<file path="config.mk">
export PLATFORM = sky130hd
export DESIGN_NAME = krt_cell
export DESIGN_NICKNAME = d
export VERILOG_FILES = /design/src/sv/keyed_record_table_defines.svh /design/src/sv/krt_pkg.sv /design/src/sv/krt_cell.sv
export SDC_FILE = /design/constraint.sdc
export NUM_CORES = 1
export LEC_CHECK = 0
export ABC_CLOCK_PERIOD_IN_PS = 4200
export BUFFER_PORTS_ARGS = -buffer_cell sky130_fd_sc_hd__buf_2
export CORE_AREA = 2 2 246 248
export DETAILED_ROUTE_END_ITERATION = 7
export DIE_AREA = 0 0 248 250
export GPL_TIMING_DRIVEN = 0
export MAX_ROUTING_LAYER = met4
export PLACE_DENSITY = 0.34
export REMOVE_ABC_BUFFERS = 1
export SYNTH_ARGS = -nofsm -noshare
export SYNTH_HDL_FRONTEND = slang
export SYNTH_SLANG_ARGS = --single-unit
</file>
<file path="constraint.sdc">
create_clock -name clk_i -period 4.2 [get_ports clk_i]
set_clock_uncertainty 0.15 [all_clocks]
set_input_delay 0.63 -clock clk_i [delete_from_list [all_inputs] [get_ports clk_i]]
set_output_delay 0.63 -clock clk_i [all_outputs]
set_load 0.03 [all_outputs]
</file>
<file path="src/sv/keyed_record_table_defines.svh">
// Assertion macros for the keyed record table.
// Both macros sample on clk_i and are disabled while rst_ni is low.
`ifndef KEYED_RECORD_TABLE_DEFINES_SVH
`define KEYED_RECORD_TABLE_DEFINES_SVH

`ifndef SYNTHESIS
`define KRT_ASSERT(label, prop) \
  label: assert property (@(posedge clk_i) disable iff (!rst_ni) (prop)) \
    else $error("keyed_record_table: check failed");
`define KRT_ASSERT_NEXT(label, ante, cons) \
  label: assert property (@(posedge clk_i) disable iff (!rst_ni) (ante) |=> (cons)) \
    else $error("keyed_record_table: check failed");
`else
`define KRT_ASSERT(label, prop)
`define KRT_ASSERT_NEXT(label, ante, cons)
`endif

`endif

</file>
<file path="src/sv/krt_pkg.sv">
`default_nettype none

package krt_pkg;

  typedef enum logic [2:0] {
    KIND_INSERT = 3'd0,
    KIND_QUERY  = 3'd1,
    KIND_REMOVE = 3'd2,
    KIND_FIRST  = 3'd3,
    KIND_NEXT   = 3'd4
  } kind_e;

  typedef enum logic [3:0] {
    ST_IDLE  = 4'b0001,
    ST_SCAN  = 4'b0010,
    ST_SHIFT = 4'b0100,
    ST_DONE  = 4'b1000
  } state_e;

  typedef struct packed {
    logic [15:0] handle;
    logic [31:0] plate;
    logic [63:0] brand_high;
    logic [63:0] brand_mid;
    logic [31:0] brand_low;
  } entry_t;

  typedef struct packed {
    logic take_next;  // copy the neighbor's entry (ring rotate or compaction)
    logic load;       // write a new entry from the input item
  } cell_ctrl_t;

  localparam int unsigned CapW = 6;

endpackage

`default_nettype wire

</file>
<file path="src/sv/krt_cell.sv">
`default_nettype none

module krt_cell
  import krt_pkg::*;
(
  input  wire             clk_i,
  input  wire cell_ctrl_t ctrl_i,
  input  wire entry_t     next_i,
  input  wire entry_t     ins_i,
  output entry_t          entry_o
);

  entry_t entry_q;

  always_ff @(posedge clk_i) begin
    if (ctrl_i.load) begin
      entry_q <= ins_i;
    end else if (ctrl_i.take_next) begin
      entry_q <= next_i;
    end
  end

  assign entry_o = entry_q;

endmodule

`default_nettype wire

</file>
==> metrics.txt <==
status=complete, no violations; crit path kind=input port to flop; TritonCTS Buffers=27; Initial DRC Count=208; area of the multi-input gates=0.00273 sq mm; Post-CTS Hold Buffers=0; Mapped Cells=440; flip-flop count of the largest register after layout=208; post-synth top area share=0.679; max-cap check violation count=0; layout cells sized above 1=0.797; commonest non-fill, non-tap cell in the layout=buf_2; sequential share of power=0.430; top cells by area, synth=edfxtp_1 (68%), mux2_4 (16%), mux2_2 (13%); Seq cells post-synth=208; IO Count=627; total global routing overflow=0; commonest non-fill, non-tap cells in the layout=buf_2 (625), edfxtp_1 (208), mux2_2 (108); post-synthesis sequential area ratio=0.679; unrepaired setup endpoints after global routing=no; crit end category=flop; vias=6423; global-route wire length before repair=42800 um; required time of the critical path=4250 ps; hpwl dp=24100 um; Final GP Congestion=0.770; combinational power share=0.207; Die Area=0.0620 sq mm; vias per cell=3.41; TritonRoute pass-1 iters=4; largest area contributor in the netlist=edfxtp_1; Synth Area per Inst=20.9 sq um; # clock sinks=208; Initial Util=0.154; clock power share=0.363; Mapped Area=0.00920 sq mm; Die H=250 um; endpoints failing setup=0; core area=0.0596 sq mm; Leak=6.30 nW; initial antenna violation count=5; Crit path arrival time=2790 ps; crit-path max FO=77; drt total wl=31000 um; pwr dens=430 mW/mm^2; Internal=4.32 mW; largest net degree at the start of global routing=82; Netlist cell types=8; Reg area=0.00625 sq mm; Total Routing Usage GR=0.0958; Hold Path Class=input port to flop; Switching Power=1.73 mW; WL per Instance=16.5 um; DRC viols=0; htree depth=1; clock slew at reported path FFs=60 ps; period utilisation layout=0.652; post-route ant nets=0; Min Clock Period, post-route=2740 ps; Die Width=248 um; Net Sw Frac=0.286; Worst-Margin Slew=754 ps; CP startpoint kind=input port; # rows=90; TritonCTS clock tree=done; CTS Buffer Depth=3; vias in the first global route=6764; hold_ws=233 ps; Buffers on Ports=626; Hold Fails Final Rpt=0; nets@finish=1497; yosys warns=0; setup slack after layout=1460 ps; Post-CTS Setup Bufs=0; slew margin rel.=0.497; layout overhead on the synthesized area=53.1%; Max Clock Freq=365 MHz; Fillers=6359; Setup WS pre-CTS=815 ps; CTS root buf=clkbuf_16; Resized cells post-CTS=0; Slew Viols, Final=0; VDD IR max=0.000266 V
path summary, 6_finish.rpt:
| kind | end | depth (start not counted) | start |
|---|---|---|---|
| setup / recovery | entry_o[96] | 5 | ctrl_i[0] |
| hold / removal | entry_o[134] | 2 | ins_i[134] |
synthesized netlist by cell type:
master	instances
or2_2	1
buf_2	10
mux2_2	108
buf_6	2
mux2_4	100
edfxtp_1	208
buf_8	10
buf_4	1
critical path, stage by stage:
cell    delay, ps
buf_8         520
buf_16        350
or2_4         460
buf_16        290
buf_16        310
cell families (layout without fill, tap and decap cells):
group | Yosys count | in the layout | share of synthesized area
other | 0 | 5 | 0
AND/OR/NAND/NOR | 1 | 1 | 0.000680
multiplexers | 208 | 208 | 0.295
flip-flops | 208 | 208 | 0.679
buffers and inverters | 23 | 679 | 0.0250
power by group through the flow:
stage	Sequential, mW	Combinational [mW]	Clock [mW]
floorplan	3.14	0.238	0
global route	2.62	1.33	2.38
finish	2.60	1.25	2.20
detailed placement	2.64	1.28	0
global placement	2.66	1.31	0
CTS	2.60	1.28	2.30
final cells by class:
class	instances	area share
antenna	5	0.000888
clock buffer	33	0.0496
clock inverter	14	0.00800
multi-input combinational	209	0.194
sequential	208	0.444
tap	782	0.0695
timing repair buffer	632	0.235
stage by stage:
step	setup TNS (ps)	power, mW	instance area (sq um)	utilization	std cells
6_report	0	6.05	14100	0.236	1883
2_1_floorplan	0	3.38	8970	-	417
3_5_place_dp	0	3.92	13300	0.223	1831
5_1_grt	0	6.33	14100	0.236	1883
4_1_cts	0	6.18	14100	0.236	1878
3_3_place_gp	-1609490	3.97	13100	0.220	1825
per-layer routing:
metal,wire (um),track usage,vias up
met4,811,0.0303,0
met5,0,-,-
met1,11400,0.0999,3022
met2,16000,0.170,333
met3,2810,0.0298,40
li1,-,-,3028
(Power assumes the default switching activity.)
